`config.mk`:
```
export PLATFORM = sky130hd
export DESIGN_NAME = psc_front
export DESIGN_NICKNAME = d
export VERILOG_FILES = /design/src/hdl/psc_pkg.sv /design/src/hdl/psc_front.sv
export SDC_FILE = /design/constraint.sdc
export NUM_CORES = 1
export LEC_CHECK = 0
export BUFFER_PORTS_ARGS = -buffer_cell sky130_fd_sc_hd__buf_2
export CAP_MARGIN = 20
export CORE_MARGIN = 2
export CORE_UTILIZATION = 40
export CTS_CLUSTER_SIZE = 20
export DETAILED_ROUTE_END_ITERATION = 10
export PLACE_DENSITY = 0.77
export SYNTH_ARGS = -nofsm -noshare
export SYNTH_HDL_FRONTEND = slang
export SYNTH_SLANG_ARGS = --single-unit
```
`constraint.sdc`:
```
create_clock -name clk_i -period 1.71 [get_ports clk_i]
set_input_delay 0.2565 -clock clk_i [delete_from_list [all_inputs] [get_ports clk_i]]
set_output_delay 0.2565 -clock clk_i [all_outputs]
set_load 0.05 [all_outputs]
```
`src/hdl/psc_pkg.sv`:
```
// ----------------------------------------------------------------------------
// psc_pkg
// Types and constants shared by the polygon contact front end, queue and engine.
// ----------------------------------------------------------------------------
`default_nettype none

package psc_pkg;

  localparam int MAX_VERTS   = 16;
  localparam int IDX_W       = $clog2(MAX_VERTS);
  localparam int CNT_W       = IDX_W + 1;
  localparam int COORD_W     = 32;
  localparam int NORM_W      = 18;
  localparam int DEPTH_W     = 31;
  localparam int QUEUE_DEPTH = 4;
  localparam int QPTR_W      = $clog2(QUEUE_DEPTH);
  localparam int IN_TDATA_W  = 64;
  localparam int OUT_TDATA_W = 200;

  typedef enum logic [1:0] {
    KIND_A,
    KIND_A_LAST,
    KIND_B,
    KIND_B_TEST
  } psc_kind_e;

  typedef struct packed {
    psc_kind_e                  kind;
    logic signed [COORD_W-1:0]  y;
    logic signed [COORD_W-1:0]  x;
  } psc_entry_t;

  typedef enum logic [4:0] {
    ST_IDLE,
    ST_EDGE_RD0,
    ST_EDGE_RD1,
    ST_EDGE_VEC,
    ST_NORM,
    ST_SQX,
    ST_SQY,
    ST_SUM,
    ST_SQRT,
    ST_DIV_INIT,
    ST_DIV,
    ST_NORM_SIGN,
    ST_PRJ_RD,
    ST_PRJ_MX,
    ST_PRJ_MY,
    ST_PRJ_CMP,
    ST_EDGE_END,
    ST_PASS_END,
    ST_FIN_DEP,
    ST_FIN_OX,
    ST_FIN_OY,
    ST_FIN_PT,
    ST_EMIT
  } psc_state_e;

endpackage

`default_nettype wire

```
`src/hdl/psc_front.sv`:
```
// ----------------------------------------------------------------------------
// psc_front
// Input register stage: accepts vertex items and classifies them for the queue.
// ----------------------------------------------------------------------------
`default_nettype none

module psc_front import psc_pkg::*; (
  input  wire logic                  clk_i,
  input  wire logic                  rst_ni,
  input  wire logic                  s_axis_tvalid,
  output logic                       s_axis_tready,
  input  wire logic [IN_TDATA_W-1:0] s_axis_tdata,  // vertex_x, vertex_y
  input  wire logic                  s_axis_tuser,  // func
  input  wire logic                  s_axis_tlast,  // last_vertex
  output logic                       push_valid_o,
  output psc_entry_t                 push_entry_o,
  input  wire logic                  push_ready_i
);

  logic       full_q, full_d;
  psc_entry_t entry_q, entry_d;
  psc_kind_e  kind;

  always_comb begin
    case ({s_axis_tuser, s_axis_tlast})
      2'b00:   kind = KIND_A;
      2'b01:   kind = KIND_A_LAST;
      2'b10:   kind = KIND_B;
      default: kind = KIND_B_TEST;
    endcase
  end

  assign s_axis_tready = !full_q || push_ready_i;
  assign push_valid_o  = full_q;
  assign push_entry_o  = entry_q;

  always_comb begin
    full_d  = full_q;
    entry_d = entry_q;
    if (full_q && push_ready_i) begin
      full_d = 1'b0;
    end
    if (s_axis_tvalid && s_axis_tready) begin
      full_d        = 1'b1;
      entry_d.kind  = kind;
      entry_d.x     = s_axis_tdata[COORD_W-1:0];
      entry_d.y     = s_axis_tdata[2*COORD_W-1:COORD_W];
    end
  end

  always_ff @(posedge clk_i or negedge rst_ni) begin
    if (!rst_ni) begin
      full_q <= 1'b0;
    end else begin
      full_q <= full_d;
    end
  end

  always_ff @(posedge clk_i) begin
    entry_q <= entry_d;
  end

endmodule

`default_nettype wire

```
==> PnR_summary.wiki, run 1 <==
{| class="wikitable"
! Metric !! Value
|-
| Site row count || 26
|-
| Endpoint class of the critical path || primary output
|-
| Max_cap viols || 0
|-
| Area of the die || 5700 um^2
|-
| DRC violation count after routing || 0
|-
| Setup repair after global routing missed its margin || false
|-
| Top cells by area in the synthesized netlist || edfxtp_1, dfrtp_1, nand2b_4
|-
| # nets final || 290
|-
| Final antenna diode count || 0
|-
| Final Hold Viols || 0
|-
| Fraction of synthesized cell area taken by the top area cell type || 0.970
|-
| Total number of yosys warnings || 0
|-
| Peak VDD IR || 831 uV
|-
| Synthesized flop and latch total || 67
|-
| Antenna violations before repair || 0
|-
| Cts bufs inserted || 9
|-
| Buffer levels on the longest clock path || 2
|-
| Outcome || finished clean
|-
| Area growth syn-to-layout || 50.3%
|-
| Post-Syn Area per Cell || 28.4 um^2
|-
| Post-synthesis net count || 142
|-
| Share of post-route cells with drive strength above 1 || 0.684
|-
| Worst min path class || in2reg
|-
| Total detailed-routing wirelength || 4270 um
|-
| Vias in the first global route || 1,277
|-
| F_max || 0.747 GHz
|-
| Critical Path RT || 1.45 ns
|-
| CTS tree || done
|-
| Worst r2r src || push_valid_o
|-
| Minimum clock period || 1.34 ns
|-
| Launch point of the worst hold path || s_axis_tdata[5]
|-
| Post-DR vias/cell || 4.20
|-
| Tcrit/Tclk final || 0.783
|-
| Via count || 1,239
|-
| Setup TNS || 0 ns
|-
| Clock Tree Root || clkbuf_8
|-
| FF-to-FF End || push_entry_o[24]
|-
| Hold Crit Endpoint || push_entry_o[5]
|-
| Average wire length per cell after detail routing || 14.5 um
|-
| Count of port buffers added during placement || 137
|-
| Area leader, netlist || edfxtp_1
|-
| Maximum number of pins on one net before global-route repair || 67
|-
| Detailed Route Iter0 Violations || 42
|-
| Start-to-end type of the worst setup path || reg2out
|-
| Min-Delay Path Depth || 1
|-
| Library cells used by synthesis || 6
|-
| DR pass1 iterations || 4
|-
| Count of mapped cells out of synthesis || 72
|-
| Reg clk slew, reported paths || 0.07 ns
|-
| Wire length of the first global-routing pass || 5930 um
|-
| Area of the core || 5010 um^2
|-
| Leakage power summed over all cells || 0.00132 uW
|-
| Horiz. Die Dim || 75.5 um
|-
| Cell area power density || 1290 nW/um^2
|-
| Clock Skews || 0.00416 ns
|-
| Placer congestion estimate || 0.739
|-
| Die height || 75.5 um
|-
| Critical path peak fanout || 3
|-
| Post-CTS setup buffer count || 0
|-
| Syn Std Cell Area || 2040 um^2
|-
| GRT Overall Usage || 0.156
|-
| Critical path data arrival time || 1.08 ns
|-
| Number of routed nets with antenna violations || 0
|-
| Fill cells || 386
|-
| Global-route congestion overflow total || 0
|-
| Clock latency on the worst-skew pair || 0.33 ns
|-
| Total of endpoints with negative setup slack in the final report || 0
|-
| Final Max Slew Viols || 0
|-
| Count of clock tree sinks || 67
|-
| Top-level port count || 138
|-
| Setup slack, reg-to-reg || 0.41 ns
|-
| Critical Path Start Type || flop
|-
| Worst-Margin Slew || 0.331 ns
|-
| # H-tree levels || 3
|-
| Total design power || 3960 uW
|-
| Worst reg2reg path depth || 3
|-
| Post-synthesis sequential area ratio || 0.982
|-
| Slew HR || 0.780
|-
| Starting utilization of the core area || 0.408
|}
synth_stat cells:
master,instances
and2_4,1
dfrtp_1,1
nand2b_4,1
edfxtp_1,66
clkbuf_1,2
nand2b_1,1
placed cells by master, fill, tap and decap left out, drive strengths merged:
master	count
and2	1
buf	138
bufinv	3
clkbuf	9
clkinv	4
dfrtp	1
dlygate4sd3	1
edfxtp	66
nand2b	2
where the power goes:
| group | switching (uW) | total, uW | internal (uW) | leakage (uW) |
|---|---|---|---|---|
| clock | 548 | 1500 | 951 | 0.000116 |
| sequential | 20.9 | 1930 | 1910 | 0.000639 |
| combinational | 400 | 523 | 123 | 0.000567 |
| total | 969 | 3960 | 2990 | 0.00132 |
timing repair:
action                    CTS  global route
hold endpoints to repair    1             0
gates resized for setup     0             0
hold buffers                1             0
critical path, stage by stage (launching register included):
cell and delay, ns:
dfrtp_2 0.43, nand2b_4 0.07, buf_2 0.25
layer usage:
metal  global-route usage  wire [um]
met5                    0          0
met3                0.107        547
met4               0.0819         96
met2                0.262       2280
met1                0.140       1350
state kept, by name, summed over array words and instances (netlist names):
name          flops
push_entry_o     66
push_valid_o      1
metrics by stage:
stage / instance area (um^2) / hold slack [ns] / instances / setup WS [ns] / utilization
after floorplan: 2040 / -0.0391 / 72 / 0.0119 / -
after global placement: 2830 / 0.0340 / 278 / 0.452 / 0.565
after detailed placement: 2830 / 0.0351 / 278 / 0.435 / 0.565
after CTS: 3070 / 0.0728 / 295 / 0.346 / 0.613
after global routing: 3070 / 0.0759 / 295 / 0.336 / 0.613
final: 3070 / 0.0957 / 295 / 0.371 / 0.613
layout make-up:
type / instances / area [um^2] / area share
Clock buffer: 9 / 124 / 0.0403
Clock inverter: 7 / 106 / 0.0346
Sequential cell: 67 / 2010 / 0.654
Timing Repair Buffer: 139 / 716 / 0.233
Tap cell: 70 / 87.6 / 0.0285
Multi-Input combinational cell: 3 / 28.8 / 0.00937
cells by family (layout without fill, tap and decap cells):
| kind of cell | Yosys count | after routing | synth area share |
|---|---|---|---|
| buf+inv | 2 | 155 | 0.00368 |
| simple gates | 3 | 3 | 0.0141 |
| flops | 67 | 67 | 0.982 |
worst max path at each step:
stage	from	to	slack (ns)	cells past startpoint
CTS	push_valid_o	s_axis_tready	0.35	2
floorplan	push_valid_o	push_entry_o[0]	0.01	2
global route	push_valid_o	s_axis_tready	0.34	2
detailed placement	push_valid_o	push_entry_o[15]	0.43	3
finish	push_valid_o	s_axis_tready	0.37	2
global placement	push_valid_o	push_entry_o[1]	0.45	3
(Power assumes the default switching activity.)
==> inputs of run 2 (changes only) <==
Clock period 1.71 ns to 1.3 ns, I/O delays scaled along.
==> run 2 against run 1 <==
Compared with the run above:
- via count rose by 0.48%
- global-route usage rose by 0.56 points
- non-clock buffer count rose by 2
- sequential power rose by 32%
- largest power group unchanged
- clock power rose by 23%
- final area rose by 0.53%
- clock skew rose by 0.0030 ns
- total power rose by 29%
- first-iteration DRC count fell by 21%
- combinational power rose by 35%
==> PnR_summary.wiki, run 2 (synthesized netlist as in run 1, its figures left out) <==
{| class="wikitable"
! Metric !! Value
|-
| Count of port buffers added during placement || 137
|-
| DR pass1 iterations || 4
|-
| Most frequent cells in the layout || buf_2, edfxtp_1, clkbuf_8, clkinv_2
|-
| Number of routed nets with antenna violations || 0
|-
| Count of clock tree sinks || 67
|-
| Site row count || 26
|-
| Worst min path class || in2reg
|-
| Post-placement worst setup slack || 0.0793 ns
|-
| Post-DR vias/cell || 4.19
|-
| Fill cells || 394
|-
| Endpoint class of the critical path || primary output
|-
| Share of post-route cells with drive strength above 1 || 0.700
|-
| Horiz. Die Dim || 75.5 um
|-
| Buffer levels on the longest clock path || 2
|-
| Top-level port count || 138
|-
| Final worst slack || 0.0464 ns
|-
| Area of the core || 5010 um^2
|-
| Total of endpoints with negative setup slack in the final report || 0
|-
| Flip-flop count of the largest register after layout || 66
|-
| GRT Overall Usage || 0.162
|-
| Slew HR || 0.821
|-
| Outcome || finished clean
|-
| DP Area || 2860 um^2
|-
| Leakage power summed over all cells || 0.00133 uW
|-
| Area of the die || 5700 um^2
|-
| Maximum number of pins on one net before global-route repair || 29
|-
| Cell area power density || 1650 nW/um^2
|-
| Global-route congestion overflow total || 0
|-
| Critical Path Start Type || flop
|-
| Most common cell after layout, fill and taps aside || buf_2
|-
| Cts bufs inserted || 9
|-
| Wire length of the first global-routing pass || 6120 um
|-
| Master of the slowest instance on the critical path || dfrtp_2
|-
| Setup repair after global routing missed its margin || false
|-
| Starting utilization of the core area || 0.408
|-
| Die height || 75.5 um
|-
| CTS tree || done
|-
| Critical path data arrival time || 1.06 ns
|-
| Clock latency on the worst-skew pair || 0.34 ns
|-
| Worst path cell trace || nand2b_4, buf_4
|-
| Peak VDD IR || 1440 uV
|-
| Total detailed-routing wirelength || 4480 um
|-
| Post-CTS setup buffer count || 0
|-
| DRC violation count after routing || 0
|-
| Final Hold Viols || 0
|-
| Placer congestion estimate || 0.688
|-
| Crit-path max cell delay || 0.43 ns
|-
| Critical path peak fanout || 3
|-
| Clock Skews || 0.00716 ns
|-
| Worst-Margin Slew || 0.270 ns
|-
| Clock Tree Root || clkbuf_8
|-
| Final Max Slew Viols || 0
|-
| # nets final || 292
|-
| Minimum clock period || 1.25 ns
|-
| Detailed Route Iter0 Violations || 33
|-
| Final antenna diode count || 0
|-
| Via count || 1,245
|-
| Reg clk slew, reported paths || 0.07 ns
|-
| # H-tree levels || 3
|-
| F_max || 0.798 GHz
|-
| Setup slack, reg-to-reg || 0.05 ns
|-
| Max_cap viols || 0
|-
| Tcrit/Tclk final || 0.964
|-
| Vias in the first global route || 1,275
|-
| Antenna violations before repair || 0
|-
| Area growth syn-to-layout || 51.1%
|-
| Critical Path RT || 1.11 ns
|-
| Setup TNS || 0 ns
|-
| Start-to-end type of the worst setup path || reg2out
|-
| Cell area after layout || 3090 um^2
|-
| Average wire length per cell after detail routing || 15.1 um
|}
==> run 2: path summary, 6_finish.rpt <==
check | startpoint | endpoint | cells past startpoint
min | s_axis_tdata[61] | push_entry_o[61] | 1
min reg2reg | push_valid_o | push_valid_o | 2
max | push_valid_o | s_axis_tready | 2
max reg2reg | push_valid_o | push_entry_o[6] | 3
max in group asynchronous | rst_ni | push_valid_o | 2
min in group asynchronous | rst_ni | push_valid_o | 2
==> run 2: metal layers <==
metal | routed length (um) | part of all wire | global-route usage
met2 | 2340 | 0.52 | 0.259
met1 | 1470 | 0.33 | 0.157
met4 | 90 | 0.020 | 0.0877
met3 | 577 | 0.13 | 0.108
met5 | 0 | 0 | 0
==> run 2: cell type report <==
type / instances / area [um^2] / share of cell area
Timing Repair Buffer: 141 / 746 / 0.242
Clock inverter: 7 / 92.6 / 0.0300
Multi-Input combinational cell: 3 / 28.8 / 0.00932
Tap cell: 70 / 87.6 / 0.0284
Clock buffer: 9 / 124 / 0.0401
Sequential cell: 67 / 2010 / 0.651
==> run 2: critical path, delay by kind of cell, from the launching register on <==
kind	cells	cell delay, ns
DFF	1	0.43
and+or+nand+nor	1	0.09
buffers and inverters	1	0.19
==> run 2: power breakdown <==
| part | total (uW) | internal, uW | switching, uW |
|---|---|---|---|
| registers | 2540 | 2520 | 28.3 |
| clock network | 1840 | 1070 | 765 |
| logic | 707 | 174 | 533 |
| total | 5090 | 3760 | 1330 |
==> run 2: timing repair <==
item | CTS | global route
setup endpoints to repair | 1 | 0
gates resized for setup | 1 | 0
hold buffers | 1 | 0
hold endpoints to repair | 1 | 0
==> run 2: through the flow <==
step,std cells,power (uW),hold slack [ns],util
after floorplan,72,3050,-0.101,-
after global placement,280,3280,-0.0276,0.570
after detailed placement,280,3300,-0.0251,0.570
after CTS,297,5140,0.0111,0.616
after global routing,297,5240,0.0126,0.616
final,297,5090,0.0273,0.616
