File: src/hdl/psc_pkg.sv
// ----------------------------------------------------------------------------
// psc_pkg
// Types and constants shared by the polygon contact front end, queue and engine.
// ----------------------------------------------------------------------------
`default_nettype none

package psc_pkg;

  localparam int MAX_VERTS   = 16;
  localparam int IDX_W       = $clog2(MAX_VERTS);
  localparam int CNT_W       = IDX_W + 1;
  localparam int COORD_W     = 32;
  localparam int NORM_W      = 18;
  localparam int DEPTH_W     = 31;
  localparam int QUEUE_DEPTH = 4;
  localparam int QPTR_W      = $clog2(QUEUE_DEPTH);
  localparam int IN_TDATA_W  = 64;
  localparam int OUT_TDATA_W = 200;

  typedef enum logic [1:0] {
    KIND_A,
    KIND_A_LAST,
    KIND_B,
    KIND_B_TEST
  } psc_kind_e;

  typedef struct packed {
    psc_kind_e                  kind;
    logic signed [COORD_W-1:0]  y;
    logic signed [COORD_W-1:0]  x;
  } psc_entry_t;

  typedef enum logic [4:0] {
    ST_IDLE,
    ST_EDGE_RD0,
    ST_EDGE_RD1,
    ST_EDGE_VEC,
    ST_NORM,
    ST_SQX,
    ST_SQY,
    ST_SUM,
    ST_SQRT,
    ST_DIV_INIT,
    ST_DIV,
    ST_NORM_SIGN,
    ST_PRJ_RD,
    ST_PRJ_MX,
    ST_PRJ_MY,
    ST_PRJ_CMP,
    ST_EDGE_END,
    ST_PASS_END,
    ST_FIN_DEP,
    ST_FIN_OX,
    ST_FIN_OY,
    ST_FIN_PT,
    ST_EMIT
  } psc_state_e;

endpackage

`default_nettype wire

File: src/hdl/psc_queue.sv
// ----------------------------------------------------------------------------
// psc_queue
// Small FIFO of classified items between the front end and the engine.
// ----------------------------------------------------------------------------
`default_nettype none

module psc_queue import psc_pkg::*; (
  input  wire logic        clk_i,
  input  wire logic        rst_ni,
  input  wire logic        push_valid_i,
  input  psc_entry_t       push_entry_i,
  output logic             push_ready_o,
  output logic             pop_valid_o,
  output psc_entry_t       pop_entry_o,
  input  wire logic        pop_ready_i
);

  psc_entry_t            slot_q [QUEUE_DEPTH];
  logic [QPTR_W-1:0]     wr_q, wr_d, rd_q, rd_d;
  logic [QPTR_W:0]       fill_q, fill_d;
  logic                  do_push, do_pop;

  assign push_ready_o = fill_q != (QPTR_W+1)'(QUEUE_DEPTH);
  assign pop_valid_o  = fill_q != '0;
  assign pop_entry_o  = slot_q[rd_q];
  assign do_push      = push_valid_i && push_ready_o;
  assign do_pop       = pop_valid_o && pop_ready_i;

  always_comb begin
    wr_d   = do_push ? wr_q + 1'b1 : wr_q;
    rd_d   = do_pop ? rd_q + 1'b1 : rd_q;
    fill_d = fill_q;
    if (do_push && !do_pop) begin
      fill_d = fill_q + 1'b1;
    end else if (!do_push && do_pop) begin
      fill_d = fill_q - 1'b1;
    end
  end

  always_ff @(posedge clk_i or negedge rst_ni) begin
    if (!rst_ni) begin
      wr_q   <= '0;
      rd_q   <= '0;
      fill_q <= '0;
    end else begin
      wr_q   <= wr_d;
      rd_q   <= rd_d;
      fill_q <= fill_d;
    end
  end

  always_ff @(posedge clk_i) begin
    if (do_push) begin
      slot_q[wr_q] <= push_entry_i;
    end
  end

endmodule

`default_nettype wire

File: config.mk
export PLATFORM = sky130hd
export DESIGN_NAME = psc_queue
export DESIGN_NICKNAME = d
export VERILOG_FILES = /design/src/hdl/psc_pkg.sv /design/src/hdl/psc_queue.sv
export SDC_FILE = /design/constraint.sdc
export NUM_CORES = 1
export LEC_CHECK = 0
export ABC_AREA = 1
export BUFFER_PORTS_ARGS = -buffer_cell sky130_fd_sc_hd__buf_4
export CORE_MARGIN = 1
export CORE_UTILIZATION = 35
export DETAILED_ROUTE_END_ITERATION = 10
export PLACE_DENSITY = 0.61
export SLEW_MARGIN = 0
export SYNTH_ARGS = -nofsm -noshare
export SYNTH_HDL_FRONTEND = slang
export SYNTH_SLANG_ARGS = --single-unit
File: constraint.sdc
create_clock -name clk_i -period 7.5 [get_ports clk_i]
set_input_delay 0 -clock clk_i [delete_from_list [all_inputs] [get_ports clk_i]]
set_output_delay 0 -clock clk_i [all_outputs]
set_load 0.02 [all_outputs]
==> results of run 1 <==
registers in the layout, summed over array words and instances (netlist names):
register / cells
wr_q: 2
fill_q: 3
slot_q: 264
rd_q: 2
kinds of logic after synthesis:
logic type	after synthesis	synth area share [%]
AO/OA/AOI/OAI	133	9.48
XOR/XNOR	1	0.0790
flip-flops	271	73.1
buffers and inverters	192	8.78
adder cells (fa/ha/maj)	6	0.745
AND/OR/NAND/NOR	227	7.79
path summary, 6_finish.rpt:
| check | start | to | slack [ps] |
|---|---|---|---|
| worst min-delay path | push_entry_i[49] | slot_q[2][49] | 210 |
| worst max-delay path | rd_q[0] | pop_entry_o[23] | 4430 |
| min in group asynchronous | rst_ni | fill_q[2] | 420 |
| worst max register to register | fill_q[0] | slot_q[0][54] | 5080 |
| worst min register to register | fill_q[2] | fill_q[2] | 500 |
| max in group asynchronous | rst_ni | rd_q[1] | 6820 |
cell usage in the layout, fill, tap and decap left out, drive strengths merged:
master	synthesis	final
o21ai	1	1
inv	148	149
xnor2	1	1
nand3	7	7
dlygate4sd3	0	70
buf	40	144
nor2	4	4
edfxtp	264	264
diode	0	1
clkbuf	4	32
nand4	1	1
o211ai	132	132
ha	5	5
nand2	215	215
dfrtp	7	7
clkinvlp	0	3
clkinv	0	17
fa	1	1
report_power, final:
part	switching [uW]	internal, uW	leakage, uW
sequential	75.2	2000	0.00250
clock	562	703	0.000406
combinational	1370	710	0.00263
total	2010	3410	0.00554
cells in the mapped netlist (all sizes together):
master	n	area [sq um]
edfxtp	264	7930
nand2	215	807
inv	148	556
o211ai	132	1050
buf	40	403
dfrtp	7	175
nand3	7	35.0
ha	5	62.6
clkbuf	4	15.0
nor2	4	15.0
fa	1	20.0
nand4	1	6.26
o21ai	1	5.00
xnor2	1	8.76
per-stage QoR:
stage / util (%) / setup slack [ps] / hold slack (ps) / std cells / instance area [sq um]
after floorplan: - / 3320 / -296 / 830 / 11100
after global placement: 39.7 / 4980 / -180 / 1326 / 12300
after detailed placement: 39.7 / 4970 / -180 / 1326 / 12300
after CTS: 44.7 / 4370 / 177 / 1449 / 13800
after global routing: 44.7 / 4090 / 190 / 1450 / 13800
final: 44.7 / 4430 / 207 / 1450 / 13800
routing by layer:
| layer | GRT usage (%) | wire length [um] |
|---|---|---|
| met4 | 3.66 | 371 |
| met2 | 23.8 | 11000 |
| met3 | 2.55 | 1040 |
| met1 | 18.1 | 10100 |
| met5 | 0 | 13 |
cell type report:
type	count	area [sq um]
multi-input combinational	367	2040
clock buffer	32	737
timing repair buffer	214	1780
fill	2781	17100
sequential	271	8100
inverter	148	563
clock inverter	21	104
antenna	1	2.50
tap	396	495
==> flow_metrics.tcl, run 1 <==
set metrics [dict create \
    relSlewSlack_pct 26.5 \
    nets 1107 \
    dieHeight_um 180 \
    drv_cap 0 \
    antenna_found_initial 2 \
    p_per_area_nw_per_um2 392 \
    period_needed_ps 3070 \
    dr.pass1.iters 9 \
    p_leak_uw 0.00554 \
    drive_gt1_share_pct 19.0 \
    viasPerCell 4.54 \
    path_max_fanout 169 \
    cp_top_family "buffers and inverters" \
    syn_area_per_cell_sq_um 13.4 \
    cts_hold_buffers 70 \
    worst_pin_slew_ps 1100 \
    rows 64 \
    slew_violations 0 \
    hold_viol 0 \
    setup_viol 0 \
    ant_nets 0 \
    rsz0062_at_grt "no" \
    grt_pass1_wl_um 35400 \
    max_freq_mhz 325 \
    vdd_ir_drop_max_mv 0.286 \
    root_buffer "clkbuf_16" \
    htreeDepth 1 \
    holdPathStages 2 \
    clock-sinks 271 \
    postSynthNetCount 906 \
    area_growth_syn_to_layout_pct 24.7 \
    slowest_delay_ps 850 \
    io_buffers 137 \
    drt_iter0_markers 249 \
    drt-wirelength-per-cell_um 15.5 \
    crit_buf_inv 3 \
    clkLatencyLatePin_ps 540 \
    violations "DRC" \
    gp_congestion 0.702 \
    path_cells "inv_8 > buf_4 > nand2_1 > o211ai_1 > nand2_1 > buf_4" \
    syn_area_sq_um 11100 \
    worstPathArrival_ps 3070 \
    start_util_pct 35.9 \
    finClkSkew_ps 10.3 \
    postSynthCellCount 830 \
    yosysWarnings 0 \
    crit_type "flop to output port" \
    dpl.hpwl_um 11900 \
    clk_pin_slew_ps 60 \
    cp-end-kind "output port" \
    cts_tree "yes" \
    path_depth 6 \
    grt_pass1_vias 6448 \
    post_cts_buffers 0 \
    worst_setup_path_start_kind "flop" \
    cts_buffers 29 \
    slowest_stage "buf_4" \
    drc 5 \
    crit_required_ps 7500 \
    min_period_over_period_pct 41.0 \
    core_sq_um 30900 \
    status "finished with violations" \
    clk_path_buf_depth 3 \
    grt_usage_pct 13.9 \
    ys_ff_latch 271 \
    total_power_uw 5420 \
    grt_max_degree 170 \
    ios 138 \
    hp-class "input port to flop" \
    synth_seq_area_share_pct 73.1 \
    grt_overflow_total 0 \
    die_x_um 180 \
    dieArea_sq_um 32400 \
    fin_tns_setup_ps 0 \
    ctsResizeCount 0 \
    rr_worst_depth 5 \
    drt-total-wl_um 22500 \
    vias 6578 \
    synth.distinct_cells 18 \
]
No activity file was read; power rests on OpenSTA's default activity.
==> inputs of run 2 (changes only) <==
--- a/config.mk
+++ b/config.mk
@@ -5,7 +5,7 @@
 export SDC_FILE = /design/constraint.sdc
 export NUM_CORES = 1
 export LEC_CHECK = 0
-export ABC_AREA = 1
+export ABC_AREA = 0
 export BUFFER_PORTS_ARGS = -buffer_cell sky130_fd_sc_hd__buf_4
 export CORE_MARGIN = 1
 export CORE_UTILIZATION = 35
==> constraint.sdc (replaced) <==
create_clock -name clk_i -period 2.85 [get_ports clk_i]
set_input_delay 0 -clock clk_i [delete_from_list [all_inputs] [get_ports clk_i]]
set_output_delay 0 -clock clk_i [all_outputs]
set_load 0.02 [all_outputs]
==> run 2 against run 1 <==
  * The flow now finishes without violations
  * Global-route usage shrank 0.51 points
  * Register-to-register slack lost 4400 ps
  * Critical path depth shrank 3
  * Area after synthesis shrank 10%
  * Die area shrank 10%
  * Via count shrank 28%
  * Design area shrank 5.2%
  * Clock power grew to 2.8 times the previous value
  * Total power grew to 2.5 times the previous value
  * Count of clock-buffer cells in the layout grew 3
==> flow_metrics.tcl, run 2 <==
set metrics [dict create \
    synth_seq_area_share_pct 81.4 \
    clkLatencyLatePin_ps 520 \
    crit_type "flop to output port" \
    drt_iter0_markers 347 \
    worstPathArrival_ps 2420 \
    drt-wirelength-per-cell_um 19.2 \
    min_period_over_period_pct 84.9 \
    path_max_fanout 31 \
    antenna_found_initial 2 \
    ys_async_sr_fraction_pct 2.58 \
    period_needed_ps 2420 \
    worst_setup_path_start_kind "flop" \
    drv_cap 0 \
    rsz0062_at_grt "no" \
    crit_end "pop_entry_o[2]" \
    n_fill_cell 2323 \
    reg_top3 "slot_q x264, fill_q x3" \
    clk_pin_slew_ps 60 \
    ios 138 \
    syn_area_per_cell_sq_um 26.2 \
    finClkSkew_ps 7.10 \
    p_int_uw 9560 \
    regArea_sq_um 8110 \
    hold_viol 0 \
    grt_pass1_wl_um 29100 \
    rows 61 \
    r2r_end "fill_q[2]" \
    drc 0 \
    htreeDepth 1 \
    startpoint "rd_q[0]" \
    vias 4747 \
    max_freq_mhz 413 \
    area_growth_syn_to_layout_pct 31.7 \
    clock-sinks 271 \
    sw_frac_of_total_pct 30.2 \
    status "finished, final reports clean" \
    final_common_cell "edfxtp_1" \
    cts_buffers 28 \
    ant_nets 0 \
    die_x_um 171 \
    root_buffer "clkbuf_16" \
    core_sq_um 27900 \
    largest_reg_flops 264 \
    power_frac_seq_pct 41.5 \
    pwr-share-clk_pct 25.7 \
    pwr-share-comb_pct 32.7 \
    drive_gt1_share_pct 42.1 \
    ys_ff_latch 271 \
    drt-total-wl_um 19400 \
    reg2reg_from "fill_q[1]" \
    cts_tree "yes" \
    synthFlopType "edfxtp_1" \
    r2r_setup_slack_ps 690 \
    fin_tns_setup_ps 0 \
    viasPerCell 4.69 \
    cp-end-kind "output port" \
    p_per_area_nw_per_um2 1050 \
    grt_usage_pct 13.4 \
    p_leak_uw 0.00451 \
    gp_congestion 0.732 \
    syn_area_sq_um 9950 \
    dieArea_sq_um 29100 \
    post_cts_buffers 0 \
    io_buffers 137 \
    relSlewSlack_pct 55.8 \
    worst_pin_slew_ps 663 \
    yosysWarnings 0 \
    grt_pass1_vias 5171 \
    start_util_pct 35.7 \
    postSynthNetCount 456 \
    synth-edff-count 264 \
    rr_worst_depth 8 \
    nets 689 \
    synth_top_area_cell "edfxtp_1" \
    final_cell_mix "264 x edfxtp_1, 142 x buf_4, 70 x dlygate4sd3_1, 66 x mux4_2, 29 x clkbuf_16" \
    netlist.area_leader.share_pct 79.6 \
    synth.distinct_cells 20 \
    multi_input_area_sq_um 1720 \
    dr.pass1.iters 4 \
    slew_violations 0 \
    crit_required_ps 2850 \
    yosysMostFrequentCell "edfxtp_1" \
    clk_path_buf_depth 3 \
    hp-class "input port to flop" \
    grt_overflow_total 0 \
    postSynthCellCount 380 \
    synth_area_leaders "edfxtp_1 80%, mux4_2 15%, dfrtp_1 1.8%, ha_1 0.63%, buf_12 0.60%" \
    synthTopCellsByCount "264 x edfxtp_1, 66 x mux4_2, 7 x dfrtp_1, 5 x ha_1" \
    power.net_switching_uw 4140 \
    grt_max_degree 67 \
    dpl.hpwl_um 11600 \
    setup_viol 0 \
    regMostFlops "slot_q" \
    vdd_ir_drop_max_mv 0.433 \
    fin_util_pct 47.1 \
    dieHeight_um 171 \
]
-- run 2: cell count changes in the layout (fill, tap and decap cells not counted), sizes merged, moves of 3 or more --
cell    change
and2        +4
buf         +4
bufinv      +3
clkbuf      +3
clkinv      -7
inv       -146
mux4       +66
nand2     -213
nand3       -6
o211ai    -132
xnor2       +3
-- run 2: critical path, stage by stage, from the launching register on --
cell	delay [ps]
dfrtp_4	850
buf_4	300
mux4_2	560
buf_4	180
-- run 2: logic make-up after synthesis --
| family | share of synthesized area (%) |
|---|---|
| AO/OA/AOI/OAI | 0.113 |
| adder cells (fa/ha/maj) | 0.830 |
| multiplexers | 15.2 |
| AND/OR/NAND/NOR | 0.515 |
| buffers and inverters | 1.45 |
| XOR/XNOR | 0.528 |
| flip-flops | 81.4 |
-- run 2: worst min path at each step --
stage	to	slack, ps	cells past startpoint	startpoint
detailed placement	fill_q[2]	-180	1	rst_ni
CTS	slot_q[2][47]	200	2	push_entry_i[47]
global route	slot_q[3][39]	210	2	push_entry_i[39]
finish	slot_q[2][47]	220	2	push_entry_i[47]
floorplan	fill_q[0]	-300	0	rst_ni
global placement	fill_q[0]	-180	1	rst_ni
-- run 2: power groups by stage --
stage               logic (uW)  clock network (uW)  registers (uW)
detailed placement        4500                   0            5810
finish                    4480                3530            5690
CTS                       4600                3620            5730
global placement          4460                   0            5740
floorplan                 2970                   0            5520
global route              4770                3760            5790
-- run 2: final cells by class --
cell class,instances,area share [%]
Sequential cell,271,61.9
Tap cell,378,3.61
Inverter,3,0.0859
Clock inverter,14,1.12
Antenna cell,2,0.0382
Multi-Input combinational cell,91,13.1
Clock buffer,35,5.78
Timing Repair Buffer,218,14.4
-- run 2: through the flow --
step / hold slack [ps] / power (uW) / std cells / area, sq um / setup slack (ps)
global route: 207 / 14300 / 1012 / 13100 / 263
detailed placement: -177 / 10300 / 891 / 11500 / 693
floorplan: -296 / 8500 / 380 / 9950 / 92.6
CTS: 198 / 13900 / 1010 / 13100 / 334
finish: 220 / 13700 / 1012 / 13100 / 431
global placement: -182 / 10200 / 891 / 11500 / 785
-- run 2: metal layers --
layer	track usage (%)	vias up	wire length, um
met5	0	-	0
met4	3.37	0	279
met3	2.75	29	1050
met2	23.0	131	9780
met1	17.3	2486	8280
li1	-	2101	-
-- run 2: timing repair --
action,CTS,global route
gates resized for setup,0,0
hold buffers,70,0
hold endpoints to repair,275,0
